==> src/hdl/dpuh_pkg.sv <==
package dpuh_pkg;

  localparam int UNIT_W        = 16;
  localparam int HASH_W        = 32;
  localparam int UID_W         = 41;
  localparam int TEXT_W        = 64;
  localparam int MAX_UNITS_DEF = 128;

  localparam int SEED131_TAP   = 23;
  localparam int TOP_BITS      = HASH_W - SEED131_TAP;

  localparam int RADIX         = 36;
  localparam int NUM_DIGITS    = 8;
  localparam int DIGIT_CNT_W   = $clog2(NUM_DIGITS);
  localparam int CHUNK_W       = 6;
  localparam int NUM_CHUNKS    = (UID_W + CHUNK_W - 1) / CHUNK_W;
  localparam int CHUNK_CNT_W   = $clog2(NUM_CHUNKS);
  localparam int DIV_W         = NUM_CHUNKS * CHUNK_W;
  localparam int PART_W        = 2 * CHUNK_W;

  // floor(x / 36) == (x * 1821) >> 16 for every x below 36 * 64
  localparam int RECIP_W       = 11;
  localparam int RECIP_SHIFT   = 16;
  localparam logic [RECIP_W-1:0] RECIP = RECIP_W'(1821);
  localparam int PROD_W        = PART_W + RECIP_W;

  localparam int QUEUE_DEPTH   = 4;
  localparam int QPTR_W        = $clog2(QUEUE_DEPTH);

  localparam logic [7:0] CHAR_ZERO   = 8'h30;
  localparam logic [7:0] CHAR_LETTER = 8'h37;
  localparam logic [CHUNK_W-1:0] TEN = CHUNK_W'(10);

  typedef struct packed {
    logic full;
    logic empty;
  } queue_status_t;

  function automatic logic [7:0] digit_char(input logic [CHUNK_W-1:0] d);
    logic [7:0] ch;
    if (d < TEN) begin
      ch = CHAR_ZERO + {2'b00, d};
    end else begin
      ch = CHAR_LETTER + {2'b00, d};
    end
    return ch;
  endfunction

endpackage

==> src/hdl/dpuh_front.sv <==
module dpuh_front
  import dpuh_pkg::*;
#(
  parameter int MAX_UNITS = MAX_UNITS_DEF
) (
  input  logic              clk,
  input  logic              rst,
  input  logic              unit_valid,
  output logic              unit_stall,
  input  logic [UNIT_W-1:0] code_unit,
  input  queue_status_t     queue_status,
  output logic              push,
  output logic [UID_W-1:0]  push_uid
);

  localparam int CNT_W = $clog2(MAX_UNITS + 1);

  logic [HASH_W-1:0] acc31;
  logic [HASH_W-1:0] acc131;
  logic [CNT_W-1:0]  count;
  logic [HASH_W-1:0] acc31_next;
  logic [HASH_W-1:0] acc131_next;
  logic [HASH_W-1:0] unit_ext;
  logic              accept;
  logic              is_term;

  assign unit_stall = queue_status.full;
  assign accept     = unit_valid && !unit_stall;
  assign is_term    = (code_unit == '0);
  assign unit_ext   = {{(HASH_W - UNIT_W){1'b0}}, code_unit};

  // times 31 and times 131 as shift-add
  assign acc31_next  = (acc31 << 5) - acc31 + unit_ext;
  assign acc131_next = (acc131 << 7) + (acc131 << 1) + acc131 + unit_ext;

  assign push     = accept && is_term;
  assign push_uid = {acc31, acc131[HASH_W-1:SEED131_TAP]};

  always_ff @(posedge clk) begin
    if (rst) begin
      acc31  <= '0;
      acc131 <= '0;
      count  <= '0;
    end else if (accept) begin
      if (is_term) begin
        acc31  <= '0;
        acc131 <= '0;
        count  <= '0;
      end else if (count < CNT_W'(MAX_UNITS)) begin
        acc31  <= acc31_next;
        acc131 <= acc131_next;
        count  <= count + 1'b1;
      end
    end
  end

endmodule

==> src/hdl/dpuh_queue.sv <==
module dpuh_queue
  import dpuh_pkg::*;
(
  input  logic             clk,
  input  logic             rst,
  input  logic             push,
  input  logic [UID_W-1:0] push_uid,
  input  logic             pop,
  output logic [UID_W-1:0] pop_uid,
  output queue_status_t    status
);

  logic [UID_W-1:0]  mem [QUEUE_DEPTH];
  logic [QPTR_W-1:0] wr_ptr;
  logic [QPTR_W-1:0] rd_ptr;
  logic [QPTR_W:0]   fill;

  assign status.full  = (fill == (QPTR_W + 1)'(QUEUE_DEPTH));
  assign status.empty = (fill == '0);
  assign pop_uid      = mem[rd_ptr];

  always_ff @(posedge clk) begin
    if (push) begin
      mem[wr_ptr] <= push_uid;
    end
  end

  always_ff @(posedge clk) begin
    if (rst) begin
      wr_ptr <= '0;
      rd_ptr <= '0;
      fill   <= '0;
    end else begin
      if (push) begin
        wr_ptr <= wr_ptr + 1'b1;
      end
      if (pop) begin
        rd_ptr <= rd_ptr + 1'b1;
      end
      if (push && !pop) begin
        fill <= fill + 1'b1;
      end else if (pop && !push) begin
        fill <= fill - 1'b1;
      end
    end
  end

  a_no_overflow: assert property (@(posedge clk) disable iff (rst) !(push && status.full))
    else $error("queue written while full");
  a_no_underflow: assert property (@(posedge clk) disable iff (rst) !(pop && status.empty))
    else $error("queue read while empty");
  a_fill_bound: assert property (@(posedge clk) disable iff (rst)
      fill <= (QPTR_W + 1)'(QUEUE_DEPTH))
    else $error("queue fill count out of range");

endmodule

==> src/hdl/dpuh_back.sv <==
module dpuh_back
  import dpuh_pkg::*;
(
  input  logic              clk,
  input  logic              rst,
  input  queue_status_t     queue_status,
  output logic              pop,
  input  logic [UID_W-1:0]  pop_uid,
  output logic              uid_valid,
  input  logic              uid_stall,
  output logic [UID_W-1:0]  uid_value,
  output logic [TEXT_W-1:0] uid_text
);

  typedef enum logic [1:0] {
    S_IDLE = 2'b01,
    S_CONV = 2'b10
  } state_t;

  state_t                 state;
  logic [UID_W-1:0]       uid;
  logic [DIV_W-1:0]       dividend;
  logic [DIV_W-1:0]       quotient;
  logic [CHUNK_W-1:0]     rem;
  logic [CHUNK_CNT_W-1:0] chunk;
  logic [DIGIT_CNT_W-1:0] digit;
  logic [TEXT_W-1:0]      text;

  logic [PART_W-1:0]      part;
  logic [PROD_W-1:0]      prod;
  logic [CHUNK_W-1:0]     q;
  logic [PART_W-1:0]      q_times;
  logic [PART_W-1:0]      r_wide;
  logic [CHUNK_W-1:0]     r;
  logic [DIV_W-1:0]       quotient_next;
  logic                   last_chunk;
  logic                   last_step;
  logic                   out_free;
  logic                   advance;

  // one six-bit step of long division by 36
  assign part          = {rem, dividend[DIV_W-1 -: CHUNK_W]};
  assign prod          = {{RECIP_W{1'b0}}, part} * {{PART_W{1'b0}}, RECIP};
  assign q             = prod[RECIP_SHIFT +: CHUNK_W];
  assign q_times       = ({{CHUNK_W{1'b0}}, q} << 5) + ({{CHUNK_W{1'b0}}, q} << 2);
  assign r_wide        = part - q_times;
  assign r             = r_wide[CHUNK_W-1:0];
  assign quotient_next = {quotient[DIV_W-CHUNK_W-1:0], q};

  assign last_chunk = (chunk == CHUNK_CNT_W'(NUM_CHUNKS - 1));
  assign last_step  = last_chunk && (digit == DIGIT_CNT_W'(NUM_DIGITS - 1));
  assign out_free   = !uid_valid || !uid_stall;
  assign advance    = (state == S_CONV) && (!last_step || out_free);
  assign pop        = (state == S_IDLE) && !queue_status.empty;

  always_ff @(posedge clk) begin
    if (rst) begin
      state <= S_IDLE;
    end else begin
      case (state)
        S_IDLE: begin
          if (pop) begin
            state <= S_CONV;
          end
        end
        S_CONV: begin
          if (advance && last_step) begin
            state <= S_IDLE;
          end
        end
        default: state <= S_IDLE;
      endcase
    end
  end

  always_ff @(posedge clk) begin
    if (rst) begin
      chunk <= '0;
      digit <= '0;
    end else if (pop) begin
      chunk <= '0;
      digit <= '0;
    end else if (advance) begin
      if (last_chunk) begin
        chunk <= '0;
        digit <= digit + 1'b1;
      end else begin
        chunk <= chunk + 1'b1;
      end
    end
  end

  always_ff @(posedge clk) begin
    if (pop) begin
      uid      <= pop_uid;
      dividend <= {{(DIV_W - UID_W){1'b0}}, pop_uid};
      quotient <= '0;
      rem      <= '0;
    end else if (advance) begin
      if (last_chunk) begin
        dividend <= quotient_next;
        quotient <= '0;
        rem      <= '0;
        text     <= {digit_char(r), text[TEXT_W-1:8]};
      end else begin
        dividend <= dividend << CHUNK_W;
        quotient <= quotient_next;
        rem      <= r;
      end
    end
  end

  always_ff @(posedge clk) begin
    if (rst) begin
      uid_valid <= 1'b0;
    end else if (advance && last_step) begin
      uid_valid <= 1'b1;
    end else if (!uid_stall) begin
      uid_valid <= 1'b0;
    end
  end

  always_ff @(posedge clk) begin
    if (advance && last_step) begin
      uid_value <= uid;
      uid_text  <= {digit_char(r), text[TEXT_W-1:8]};
    end
  end

  a_rem_range: assert property (@(posedge clk) disable iff (rst)
      (state == S_CONV) |-> (rem < CHUNK_W'(RADIX)))
    else $error("division remainder out of range");
  a_chunk_range: assert property (@(posedge clk) disable iff (rst)
      chunk <= CHUNK_CNT_W'(NUM_CHUNKS - 1))
    else $error("chunk counter out of range");
  a_no_overwrite: assert property (@(posedge clk) disable iff (rst)
      (uid_valid && uid_stall) |=> uid_valid)
    else $error("waiting transaction dropped");

endmodule

==> src/hdl/dual_polynomial_uid_hash.sv <==
// Hashes a string of 16-bit code units, one unit a cycle, ended by a zero unit.
// Two 32-bit wrapping hashes (times 31 and times 131) run over the first
// MAX_UNITS units; later units are ignored. Each terminator yields one
// transaction: a 41-bit identifier and the same value as eight uppercase
// base-36 ASCII digits. Identifiers pass through a 4-entry queue to a base-36
// formatter that does a long division by 36 six bits a cycle: 7 steps per
// digit, 8 digits, plus a load step per identifier. While uid_stall is low,
// strings of 56 units or more stream at one unit a cycle; shorter strings back
// up into the queue and the unit channel stalls once it is full.
module dual_polynomial_uid_hash
  import dpuh_pkg::*;
#(
  parameter int MAX_UNITS = MAX_UNITS_DEF
) (
  input  logic              clk,
  input  logic              rst,
  input  logic              unit_valid,
  output logic              unit_stall,
  input  logic [UNIT_W-1:0] code_unit,
  output logic              uid_valid,
  input  logic              uid_stall,
  output logic [UID_W-1:0]  uid_value,
  output logic [TEXT_W-1:0] uid_text
);

  queue_status_t    queue_status;
  logic             push;
  logic [UID_W-1:0] push_uid;
  logic             pop;
  logic [UID_W-1:0] pop_uid;

  dpuh_front #(
    .MAX_UNITS(MAX_UNITS)
  ) u_front (
    .clk         (clk),
    .rst         (rst),
    .unit_valid  (unit_valid),
    .unit_stall  (unit_stall),
    .code_unit   (code_unit),
    .queue_status(queue_status),
    .push        (push),
    .push_uid    (push_uid)
  );

  dpuh_queue u_queue (
    .clk     (clk),
    .rst     (rst),
    .push    (push),
    .push_uid(push_uid),
    .pop     (pop),
    .pop_uid (pop_uid),
    .status  (queue_status)
  );

  dpuh_back u_back (
    .clk         (clk),
    .rst         (rst),
    .queue_status(queue_status),
    .pop         (pop),
    .pop_uid     (pop_uid),
    .uid_valid   (uid_valid),
    .uid_stall   (uid_stall),
    .uid_value   (uid_value),
    .uid_text    (uid_text)
  );

endmodule

==> config.mk <==
export PLATFORM = sky130hd
export DESIGN_NAME = dual_polynomial_uid_hash
export DESIGN_NICKNAME = d
export VERILOG_FILES = /design/src/hdl/dpuh_pkg.sv /design/src/hdl/dpuh_front.sv /design/src/hdl/dpuh_queue.sv /design/src/hdl/dpuh_back.sv /design/src/hdl/dual_polynomial_uid_hash.sv
export SDC_FILE = /design/constraint.sdc
export NUM_CORES = 1
export LEC_CHECK = 0
export ABC_CLOCK_PERIOD_IN_PS = 9300
export BUFFER_PORTS_ARGS = -buffer_cell sky130_fd_sc_hd__buf_2
export CORE_AREA = 2 2 212 214
export DETAILED_ROUTE_END_ITERATION = 7
export DIE_AREA = 0 0 214 216
export PLACE_DENSITY_LB_ADDON = 0.2
export SLEW_MARGIN = 30
export SYNTH_ARGS = -nofsm -noshare
export SYNTH_HDL_FRONTEND = slang
export SYNTH_HIERARCHICAL = 1
export SYNTH_SLANG_ARGS = --single-unit
==> constraint.sdc <==
create_clock -name clk -period 9.3 [get_ports clk]
set_input_delay 0.93 -clock clk [delete_from_list [all_inputs] [get_ports clk]]
set_output_delay 0.93 -clock clk [all_outputs]
set_load 0.03 [all_outputs]
==> results of run 1 <==
==> Yosys cell counts, types with 9 or more instances <==
master    instances  area share
mux2i_1          42       0.016
xor2_1           41       0.014
buf_4            18      0.0052
fa_1             84       0.065
nand4_1          21      0.0051
buf_2            12      0.0023
a22o_1           43       0.014
a211oi_1         12      0.0035
nand3_1          19      0.0037
xnor2_1          40       0.013
nor2_1           99       0.014
mux4_2           40       0.035
a21o_1           30      0.0087
clkbuf_1         43      0.0062
o22ai_1           9      0.0022
dfxtp_1         133        0.10
a21oi_1          86       0.017
nand2_1         146       0.021
o21ai_0         102       0.020
and2_1           12      0.0029
inv_1           221       0.032
a22oi_1          20      0.0058
ha_1            183       0.088
edfxtp_1        392        0.45
==> final cells by class <==
class,count,area [µm²],share of cell area
sequential,525,14400,0.500
inverter,221,832,0.0288
clock inverter,37,448,0.0155
tap,592,741,0.0257
multi-input combinational,1177,10300,0.357
timing repair buffer,131,712,0.0247
clock buffer,63,1380,0.0479
antenna,1,2.50,0.0000867
==> worst register-to-register path: cells and delay by family (launching register included) <==
family,cells,cell delay (ns)
fa+ha+maj,9,3.86
compound gates,6,1.09
simple gates,7,1.03
xor+xnor,3,0.84
flops,1,0.49
buf+inv,5,0.32
==> state kept, by name (all words and copies together), names as in the netlist, 6 cells and up, named ones only <==
register / cells
u_back/dividend: 42
u_back/quotient: 36
u_back/rem: 6
u_back/text: 49
u_back/uid: 41
u_back/uid_text: 56
u_back/uid_value: 41
u_front/acc131: 32
u_front/acc31: 32
u_front/count: 8
u_queue/mem: 164
==> metal layers <==
metal,GRT usage,part of all wire,wire length (µm),vias up
met5,0,0,0,-
met1,0.318,0.43,23600,7726
met3,0.0330,0.042,2320,77
met4,0.0727,0.026,1410,0
met2,0.418,0.50,27700,418
li1,-,-,-,7395
==> cell families (layout without fill, tap and decap cells) <==
| kind of cell | after synthesis | in the layout | share of synthesized area |
|---|---|---|---|
| adders and majority gates | 267 | 267 | 0.153 |
| and+or+nand+nor | 359 | 359 | 0.0643 |
| muxes | 83 | 83 | 0.0518 |
| DFF | 525 | 525 | 0.555 |
| other | 1 | 9 | 0.000144 |
| AOI/OAI and AO/OA | 377 | 377 | 0.0966 |
| xor gates and xnor gates | 83 | 83 | 0.0288 |
| buffers and inverters | 305 | 452 | 0.0503 |
==> metrics by stage <==
stage / instances / setup slack (ns) / util / hold slack, ns
6_report: 2747 / 1.45 / 0.658 / 0.395
5_1_grt: 2746 / 0.909 / 0.658 / 0.407
4_1_cts: 2745 / 1.47 / 0.658 / 0.392
3_5_place_dp: 2645 / 1.52 / 0.616 / 0.405
3_3_place_gp: 2645 / 1.63 / 0.616 / 0.402
2_1_floorplan: 2007 / 2.04 / - / 0.400
==> path summary, 6_finish.rpt <==
path | endpoint | cells after the start | startpoint | slack, ns
max | u_back/uid_text[58] | 30 | u_back/dividend[37] | 1.45
min | u_back/uid_value[21] | 0 | u_back/uid[21] | 0.39
max reg2reg | u_back/uid_text[58] | 30 | u_back/dividend[37] | 1.45
min reg2reg | u_back/uid_value[21] | 0 | u_back/uid[21] | 0.39
==> metrics.txt, run 1 <==
# TYPE chip_impl_metric gauge
chip_impl_info{name="cts_tree",value="done"} 1
chip_impl_metric{name="nets",unit=""} 2396
chip_impl_metric{name="fin_crit_sh",unit=""} 0.844
chip_impl_info{name="ys_dominant_reg_cell",value="edfxtp_1"} 1
chip_impl_metric{name="number_of_enable_type_register_cells_in_the_synthesized_netlist",unit=""} 392
chip_impl_metric{name="yosysSeqAreaShare",unit=""} 0.555
chip_impl_metric{name="layout.cell_area.non_filler",unit="µm²"} 28900
chip_impl_info{name="timing.critical_path.slowest_stage_cell",value="fa_1"} 1
chip_impl_metric{name="post_drt_via_cell_ratio",unit=""} 5.68
chip_impl_metric{name="total_cts_buffers",unit=""} 53
chip_impl_metric{name="remaining_drc_errors",unit=""} 0
chip_impl_metric{name="gpl.final_weighted_congestion",unit=""} 0.933
chip_impl_metric{name="crit_path_max_cell_delay",unit="ns"} 0.54
chip_impl_metric{name="ctsHoldBuffers",unit=""} 0
chip_impl_metric{name="track_usage",unit=""} 0.241
chip_impl_metric{name="layout.filler_cells",unit=""} 3172
chip_impl_info{name="commonest_cells_after_routing_fill_and_taps_aside",value="392 x edfxtp_1, 220 x inv_1, 183 x ha_1"} 1
chip_impl_metric{name="drtPass1Iterations",unit=""} 5
chip_impl_metric{name="fin_tns_setup",unit="ns"} 0
chip_impl_metric{name="sum_of_net_half_perimeters_after_detailed_placement",unit="mm"} 39.5
chip_impl_info{name="clock_root_cell",value="clkbuf_16"} 1
chip_impl_metric{name="synth-seq-cells",unit=""} 525
chip_impl_metric{name="initial_antenna_violation_count",unit=""} 1
chip_impl_metric{name="critPathMaxFanout",unit=""} 11
chip_impl_metric{name="detailed_place.area",unit="µm²"} 27000
chip_impl_metric{name="grt_first_pass_wirelength",unit="mm"} 87.4
chip_impl_metric{name="routedWlPerCell",unit="µm"} 20.0
chip_impl_metric{name="clock_skew_after_layout",unit="ns"} 0.0336
chip_impl_info{name="critical_path_class",value="flop to flop"} 1
chip_impl_metric{name="cts_buffer_depth",unit=""} 3
chip_impl_metric{name="timing.final.hold_violations",unit=""} 0
chip_impl_metric{name="cp.arrival",unit="ns"} 8.25
chip_impl_info{name="cpLargestDelayFamily",value="adder cells"} 1
chip_impl_info{name="timing.critical_path.from_type",value="flop"} 1
chip_impl_metric{name="clk_transition_reported_paths",unit="ns"} 0.06
chip_impl_metric{name="clock_tree.htree_level_count",unit=""} 2
chip_impl_info{name="layout_commonest_cell",value="edfxtp_1"} 1
chip_impl_metric{name="clock_insertion_delay_worst_skew",unit="ns"} 0.61
chip_impl_metric{name="synth.distinct_cells",unit=""} 82
chip_impl_metric{name="io_pins",unit=""} 127
chip_impl_metric{name="drt_first_iter_violations",unit=""} 1172
chip_impl_metric{name="clock_sink_count",unit=""} 525
chip_impl_metric{name="cts_repair_resize_count",unit=""} 0
chip_impl_metric{name="crit_required",unit="ns"} 9.69
chip_impl_metric{name="post_cts_setup_buffer_count",unit=""} 0
chip_impl_metric{name="synthesis.area_per_instance",unit="µm²"} 13.0
chip_impl_metric{name="worst_pin_slew",unit="ns"} 0.879
chip_impl_metric{name="die_height",unit="µm"} 216
chip_impl_metric{name="minimum_clock_period",unit="ns"} 7.85
chip_impl_metric{name="global_route.overflow_total",unit=""} 0
chip_impl_metric{name="placement_rows",unit=""} 77
chip_impl_info{name="result_of_the_run",value="finished clean"} 1
chip_impl_metric{name="post_synth_instance_area",unit="µm²"} 26000
chip_impl_metric{name="synth_cells",unit=""} 2000
chip_impl_metric{name="cp_num_buf_inv",unit=""} 5
chip_impl_metric{name="synth-async-reset-ratio",unit=""} 0
chip_impl_metric{name="setup-violations-final",unit=""} 0
chip_impl_metric{name="core",unit="µm²"} 43800
chip_impl_metric{name="drive_gt1_frac",unit=""} 0.141
chip_impl_metric{name="flow.area_growth_from_synthesis",unit="%"} 11.0
chip_impl_metric{name="achievable-frequency",unit="MHz"} 127
chip_impl_metric{name="slew_headroom",unit=""} 0.414
chip_impl_metric{name="number_of_slew_limit_violations_in_the_final_report",unit=""} 0
chip_impl_info{name="timing.critical_path.to_type",value="flop"} 1
chip_impl_metric{name="maximum_number_of_pins_on_one_net_before_global_route_repair",unit=""} 78
chip_impl_info{name="grt_setup_unrepaired",value="false"} 1
chip_impl_metric{name="ant_nets",unit=""} 0
chip_impl_metric{name="cap_viol_max_count",unit=""} 0
chip_impl_metric{name="route.vias.total",unit=""} 15600
chip_impl_metric{name="first_global_vias",unit=""} 15800
chip_impl_metric{name="initial_core_util",unit=""} 0.593
chip_impl_metric{name="port-buffer-count",unit=""} 118
chip_impl_metric{name="fp.dieW",unit="µm"} 214
chip_impl_info{name="hold_class",value="flop to flop"} 1
chip_impl_metric{name="die_area",unit="µm²"} 46200
chip_impl_metric{name="wl",unit="mm"} 55.0
chip_impl_metric{name="yosysWarnings",unit=""} 6
Power of run 1 is not shown: default switching activity piles up to over one toggle a cycle in this logic, so the estimate is an artifact.
==> inputs of run 2 (changes only) <==
- ABC_CLOCK_PERIOD_IN_PS: 9300 -> 7600
- clock period: 9.3 -> 7.6 ns (I/O delays scaled with it)
==> run 2 against run 1 <==
Effect of this change: cell count hardly changed; sequential share of layout area hardly changed; die area stayed put; design area hardly changed; non-clock buffer count is 2 higher.
==> metrics.txt, run 2 (synthesis results as in run 1) <==
# TYPE chip_impl_metric gauge
chip_impl_metric{name="clock_skew_after_layout",unit="ns"} 0.0364
chip_impl_metric{name="number_of_slew_limit_violations_in_the_final_report",unit=""} 0
chip_impl_metric{name="initial_antenna_violation_count",unit=""} 0
chip_impl_info{name="clock_root_cell",value="clkbuf_16"} 1
chip_impl_metric{name="grt_first_pass_wirelength",unit="mm"} 87.6
chip_impl_metric{name="detailed_place.area",unit="µm²"} 27000
chip_impl_metric{name="layout.filler_cells",unit=""} 3172
chip_impl_metric{name="fin_tns_setup",unit="ns"} 0
chip_impl_metric{name="routedWlPerCell",unit="µm"} 20.0
chip_impl_metric{name="drive_gt1_frac",unit=""} 0.143
chip_impl_metric{name="wl",unit="mm"} 54.8
chip_impl_metric{name="clk_transition_reported_paths",unit="ns"} 0.06
chip_impl_metric{name="largest_register_ff_count",unit=""} 164
chip_impl_info{name="result_of_the_run",value="finished clean"} 1
chip_impl_metric{name="ant_nets",unit=""} 0
chip_impl_metric{name="fp.dieW",unit="µm"} 214
chip_impl_metric{name="total_cts_buffers",unit=""} 52
chip_impl_metric{name="minimum_clock_period",unit="ns"} 7.18
chip_impl_metric{name="drtPass1Iterations",unit=""} 8
chip_impl_metric{name="sum_of_net_half_perimeters_after_detailed_placement",unit="mm"} 39.6
chip_impl_info{name="hold_class",value="flop to flop"} 1
chip_impl_metric{name="crit_path_max_cell_delay",unit="ns"} 0.53
chip_impl_info{name="critical_path_class",value="flop to flop"} 1
chip_impl_metric{name="achievable-frequency",unit="MHz"} 139
chip_impl_metric{name="initial_core_util",unit=""} 0.593
chip_impl_info{name="top_regs",value="u_queue/mem x164, u_back/uid_text x56, u_back/text x49"} 1
chip_impl_metric{name="remaining_drc_errors",unit=""} 0
chip_impl_metric{name="cp_num_buf_inv",unit=""} 5
chip_impl_info{name="regMostFlops",value="u_queue/mem"} 1
chip_impl_metric{name="cap_viol_max_count",unit=""} 0
chip_impl_metric{name="count_of_antenna_diodes_in_the_layout",unit=""} 0
chip_impl_metric{name="track_usage",unit=""} 0.242
chip_impl_info{name="timing.critical_path.to_type",value="flop"} 1
chip_impl_metric{name="drt_first_iter_violations",unit=""} 1098
chip_impl_metric{name="multi_input_area",unit="µm²"} 10300
chip_impl_metric{name="worst_pin_slew",unit="ns"} 0.980
chip_impl_metric{name="cts_buffer_depth",unit=""} 3
chip_impl_metric{name="gpl.final_weighted_congestion",unit=""} 0.920
chip_impl_info{name="commonest_cells_after_routing_fill_and_taps_aside",value="392 x edfxtp_1, 219 x inv_1, 182 x ha_1"} 1
chip_impl_metric{name="maximum_number_of_pins_on_one_net_before_global_route_repair",unit=""} 87
chip_impl_metric{name="clock_sink_count",unit=""} 525
chip_impl_metric{name="clock_insertion_delay_worst_skew",unit="ns"} 0.62
chip_impl_metric{name="setup-violations-final",unit=""} 0
chip_impl_metric{name="slew_headroom",unit=""} 0.345
chip_impl_metric{name="route.vias.total",unit=""} 15600
chip_impl_metric{name="layout.cell_area.non_filler",unit="µm²"} 28900
chip_impl_info{name="cts_tree",value="done"} 1
chip_impl_metric{name="fin_crit_sh",unit=""} 0.945
chip_impl_info{name="crit_top_cell",value="inv_1"} 1
chip_impl_metric{name="crit_required",unit="ns"} 7.94
chip_impl_metric{name="placement_rows",unit=""} 77
chip_impl_metric{name="post_drt_via_cell_ratio",unit=""} 5.67
chip_impl_info{name="timing.critical_path.slowest_stage_cell",value="fa_1"} 1
chip_impl_metric{name="flow.area_growth_from_synthesis",unit="%"} 11.1
chip_impl_metric{name="port-buffer-count",unit=""} 118
chip_impl_metric{name="die_height",unit="µm"} 216
chip_impl_metric{name="layout.area.seq",unit="µm²"} 14400
chip_impl_info{name="grt_setup_unrepaired",value="false"} 1
chip_impl_metric{name="critPathMaxFanout",unit=""} 11
chip_impl_metric{name="first_global_vias",unit=""} 15800
chip_impl_metric{name="io_pins",unit=""} 127
chip_impl_metric{name="nets",unit=""} 2397
chip_impl_metric{name="timing.final.hold_violations",unit=""} 0
chip_impl_metric{name="core",unit="µm²"} 43800
chip_impl_info{name="timing.critical_path.from_type",value="flop"} 1
chip_impl_info{name="layout_commonest_cell",value="edfxtp_1"} 1
chip_impl_metric{name="die_area",unit="µm²"} 46200
chip_impl_metric{name="cp.arrival",unit="ns"} 7.52
chip_impl_metric{name="clock_tree.htree_level_count",unit=""} 2
chip_impl_info{name="cpLargestDelayFamily",value="adder cells"} 1
chip_impl_metric{name="global_route.overflow_total",unit=""} 0
-- run 2: stage by stage --
stage	utilization	cells	hold slack (ns)	worst slack [ns]
floorplan	-	2007	0.400	0.335
global placement	0.616	2647	0.402	0.242
detailed placement	0.616	2647	0.405	0.161
CTS	0.658	2744	0.407	0.0871
global route	0.659	2745	0.409	0.00301
finish	0.659	2745	0.399	0.419
-- run 2: repair_timing --
action,CTS,global route
hold buffers,0,0
endpoints found under the setup margin,0,14
gates resized for setup,0,6
buffers inserted,0,1
-- run 2: path summary, 6_finish.rpt --
kind / from / to / slack [ns] / cells after the start
max: u_back/dividend[37] / u_back/text[60] / 0.42 / 28
min reg2reg: u_back/text[13] / u_back/uid_text[5] / 0.40 / 0
max reg2reg: u_back/dividend[37] / u_back/text[60] / 0.42 / 28
min: u_back/text[13] / u_back/uid_text[5] / 0.40 / 0
-- run 2: worst register-to-register path: cells and delay by family (launching register included) --
| family | cells | cell delay (ns) |
|---|---|---|
| AND/OR/NAND/NOR | 5 | 0.87 |
| buffers and inverters | 5 | 0.33 |
| flip-flops | 1 | 0.49 |
| XOR/XNOR | 3 | 0.73 |
| adder cells (fa/ha/maj) | 9 | 3.56 |
| AO/OA/AOI/OAI | 6 | 0.93 |
-- run 2: per-layer routing --
| metal | share of wire | GRT usage |
|---|---|---|
| met1 | 0.43 | 0.316 |
| met2 | 0.50 | 0.416 |
| met3 | 0.039 | 0.0330 |
| met4 | 0.036 | 0.0902 |
| met5 | 0 | 0 |
-- run 2: area by class of cell --
class	count	share of cell area
Clock buffer	63	0.0468
Clock inverter	34	0.0168
Inverter	221	0.0288
Multi-Input combinational cell	1177	0.358
Sequential cell	525	0.500
Tap cell	592	0.0256
Timing Repair Buffer	133	0.0243
Power of run 2 is left out for the same reason.
==> inputs of run 3 (changes only) <==
- ABC_CLOCK_PERIOD_IN_PS: 7600 -> 6100
- CORE_AREA: 2 2 212 214 -> 2 2 219 221
- DIE_AREA: 0 0 214 216 -> 0 0 221 223
- GPL_TIMING_DRIVEN: not set -> 0
- clock period: 7.6 -> 6.1 ns (I/O delays scaled with it)
==> run 3 against run 2 <==
Effect of this change: the flow now finishes with violations (negative setup slack); global-route usage down 1.4 points; clock skew down 0.014 ns; count of clock-buffer cells in the layout up 6; first-iteration DRC count down 6.6%; fmax up 6.6%.
==> metrics.txt, run 3 (synthesis results as in run 1) <==
# TYPE chip_impl_metric gauge
chip_impl_metric{name="ctsHoldBuffers",unit=""} 0
chip_impl_metric{name="port-buffer-count",unit=""} 118
chip_impl_metric{name="global_route.overflow_total",unit=""} 0
chip_impl_metric{name="crit_required",unit="ns"} 6.42
chip_impl_metric{name="placement_rows",unit=""} 80
chip_impl_metric{name="initial_antenna_violation_count",unit=""} 0
chip_impl_metric{name="crit_path_max_cell_delay",unit="ns"} 0.57
chip_impl_metric{name="reg2reg_slack",unit="ns"} -0.63
chip_impl_metric{name="clock_tree.htree_level_count",unit=""} 2
chip_impl_metric{name="critPathMaxFanout",unit=""} 5
chip_impl_metric{name="first_global_vias",unit=""} 16200
chip_impl_metric{name="finalNonFillerCells",unit=""} 2860
chip_impl_metric{name="remaining_drc_errors",unit=""} 0
chip_impl_info{name="top_regs",value="u_queue/mem x164, u_back/uid_text x56, u_back/text x49"} 1
chip_impl_metric{name="drt_first_iter_violations",unit=""} 1026
chip_impl_metric{name="grt_first_pass_wirelength",unit="mm"} 88.4
chip_impl_metric{name="timing.final.hold_violations",unit=""} 0
chip_impl_metric{name="route.vias.total",unit=""} 15800
chip_impl_info{name="cpLargestDelayFamily",value="adder cells"} 1
chip_impl_metric{name="flow.area_growth_from_synthesis",unit="%"} 14.2
chip_impl_metric{name="layout.core_utilization",unit=""} 0.630
chip_impl_metric{name="clock_sink_count",unit=""} 525
chip_impl_metric{name="largest_register_ff_count",unit=""} 164
chip_impl_metric{name="ant_nets",unit=""} 0
chip_impl_metric{name="die_area",unit="µm²"} 49300
chip_impl_metric{name="clk_transition_reported_paths",unit="ns"} 0.06
chip_impl_metric{name="number_of_slew_limit_violations_in_the_final_report",unit=""} 0
chip_impl_metric{name="drtPass1Iterations",unit=""} 5
chip_impl_metric{name="dp.cells",unit=""} 2746
chip_impl_metric{name="cap_viol_max_count",unit=""} 0
chip_impl_metric{name="initial_core_util",unit=""} 0.551
chip_impl_info{name="timing.critical_path.slowest_stage_cell",value="fa_1"} 1
chip_impl_metric{name="gpl.final_weighted_congestion",unit=""} 0.909
chip_impl_metric{name="count_of_antenna_diodes_in_the_layout",unit=""} 0
chip_impl_metric{name="core",unit="µm²"} 47100
chip_impl_info{name="hold_class",value="primary input to flop"} 1
chip_impl_info{name="result_of_the_run",value="finished, violations left"} 1
chip_impl_metric{name="sum_of_net_half_perimeters_after_detailed_placement",unit="mm"} 40.8
chip_impl_metric{name="wl",unit="mm"} 55.2
chip_impl_metric{name="post_drt_via_cell_ratio",unit=""} 5.54
chip_impl_info{name="layout_commonest_cell",value="edfxtp_1"} 1
chip_impl_info{name="timing.critical_path.to_type",value="flop"} 1
chip_impl_metric{name="final.setup.worst_slack",unit="ns"} -0.635
chip_impl_info{name="commonest_cells_after_routing_fill_and_taps_aside",value="392 x edfxtp_1, 206 x inv_1, 172 x ha_1"} 1
chip_impl_info{name="cts_tree",value="done"} 1
chip_impl_info{name="grt_setup_unrepaired",value="true"} 1
chip_impl_info{name="clock_root_cell",value="clkbuf_16"} 1
chip_impl_info{name="regMostFlops",value="u_queue/mem"} 1
chip_impl_metric{name="setup-violations-final",unit=""} 15
chip_impl_metric{name="slew_headroom",unit=""} 0.458
chip_impl_metric{name="maximum_number_of_pins_on_one_net_before_global_route_repair",unit=""} 68
chip_impl_metric{name="drive_gt1_frac",unit=""} 0.172
chip_impl_metric{name="total_cts_buffers",unit=""} 50
chip_impl_metric{name="io_pins",unit=""} 127
chip_impl_metric{name="die_height",unit="µm"} 223
chip_impl_metric{name="minimum_clock_period",unit="ns"} 6.73
chip_impl_metric{name="routedWlPerCell",unit="µm"} 19.3
chip_impl_metric{name="fp.dieW",unit="µm"} 221
chip_impl_info{name="critical_path_class",value="flop to flop"} 1
chip_impl_metric{name="achievable-frequency",unit="MHz"} 148
chip_impl_metric{name="cp_num_buf_inv",unit=""} 7
chip_impl_metric{name="cp.arrival",unit="ns"} 7.05
chip_impl_metric{name="clock_skew_after_layout",unit="ns"} 0.0222
chip_impl_info{name="failed_checks",value="negative setup slack"} 1
chip_impl_metric{name="worst_pin_slew",unit="ns"} 0.810
chip_impl_info{name="timing.critical_path.from_type",value="flop"} 1
chip_impl_metric{name="cts_buffer_depth",unit=""} 3
chip_impl_metric{name="fin_crit_sh",unit=""} 1.10
chip_impl_metric{name="layout.filler_cells",unit=""} 3541
chip_impl_metric{name="track_usage",unit=""} 0.228
chip_impl_metric{name="clock_insertion_delay_worst_skew",unit="ns"} 0.60
chip_impl_metric{name="nets",unit=""} 2490
[run 3: metal layers]
layer,wire length [µm],track usage
met5,0,0
met4,2060,0.0901
met3,2140,0.0321
met2,27700,0.392
met1,23400,0.293
[run 3: worst paths after layout]
kind / cells past startpoint / end / startpoint
max reg2reg: 28 / u_back/text[56] / u_back/dividend[39]
max: 28 / u_back/text[56] / u_back/dividend[39]
min reg2reg: 0 / u_back/uid_value[27] / u_back/uid[27]
min: 3 / u_back/uid_valid / uid_stall
[run 3: through the flow]
step	instance area (µm²)	setup WS (ns)	hold slack [ns]	TNS, ns
final	29700	-0.635	0.313	-8.11
after global placement	27500	-1.49	0.403	-156.88
after global routing	29700	-0.871	0.298	-11.55
after CTS	29600	-0.609	0.262	-7.69
after detailed placement	27700	-1.19	0.406	-15.66
after floorplan	26100	-0.315	0.400	-3.67
[run 3: what timing repair did]
action                                 4_1_cts  5_1_grt
setup endpoints to repair                   16       15
endpoints found under the hold margin        0        0
resized for setup                           26       16
cloned                                       1        0
buffers inserted                            10       10
pin swaps                                   12       16
[run 3: cell type report]
type,count,area (µm²),area share
sequential,525,14400,0.486
tap,615,769,0.0259
timing repair buffer,145,897,0.0302
multi-input combinational,1177,10600,0.356
inverter,221,837,0.0282
buffer,83,493,0.0166
clock inverter,25,269,0.00906
clock buffer,69,1420,0.0478
[run 3: worst min-delay path: cells and delay by family]
kind | cells | cell delay, ns
and+or+nand+nor | 1 | 0.06
AOI/OAI and AO/OA | 1 | 0.05
buffers and inverters | 1 | 0.12
Power of run 3 is left out for the same reason.
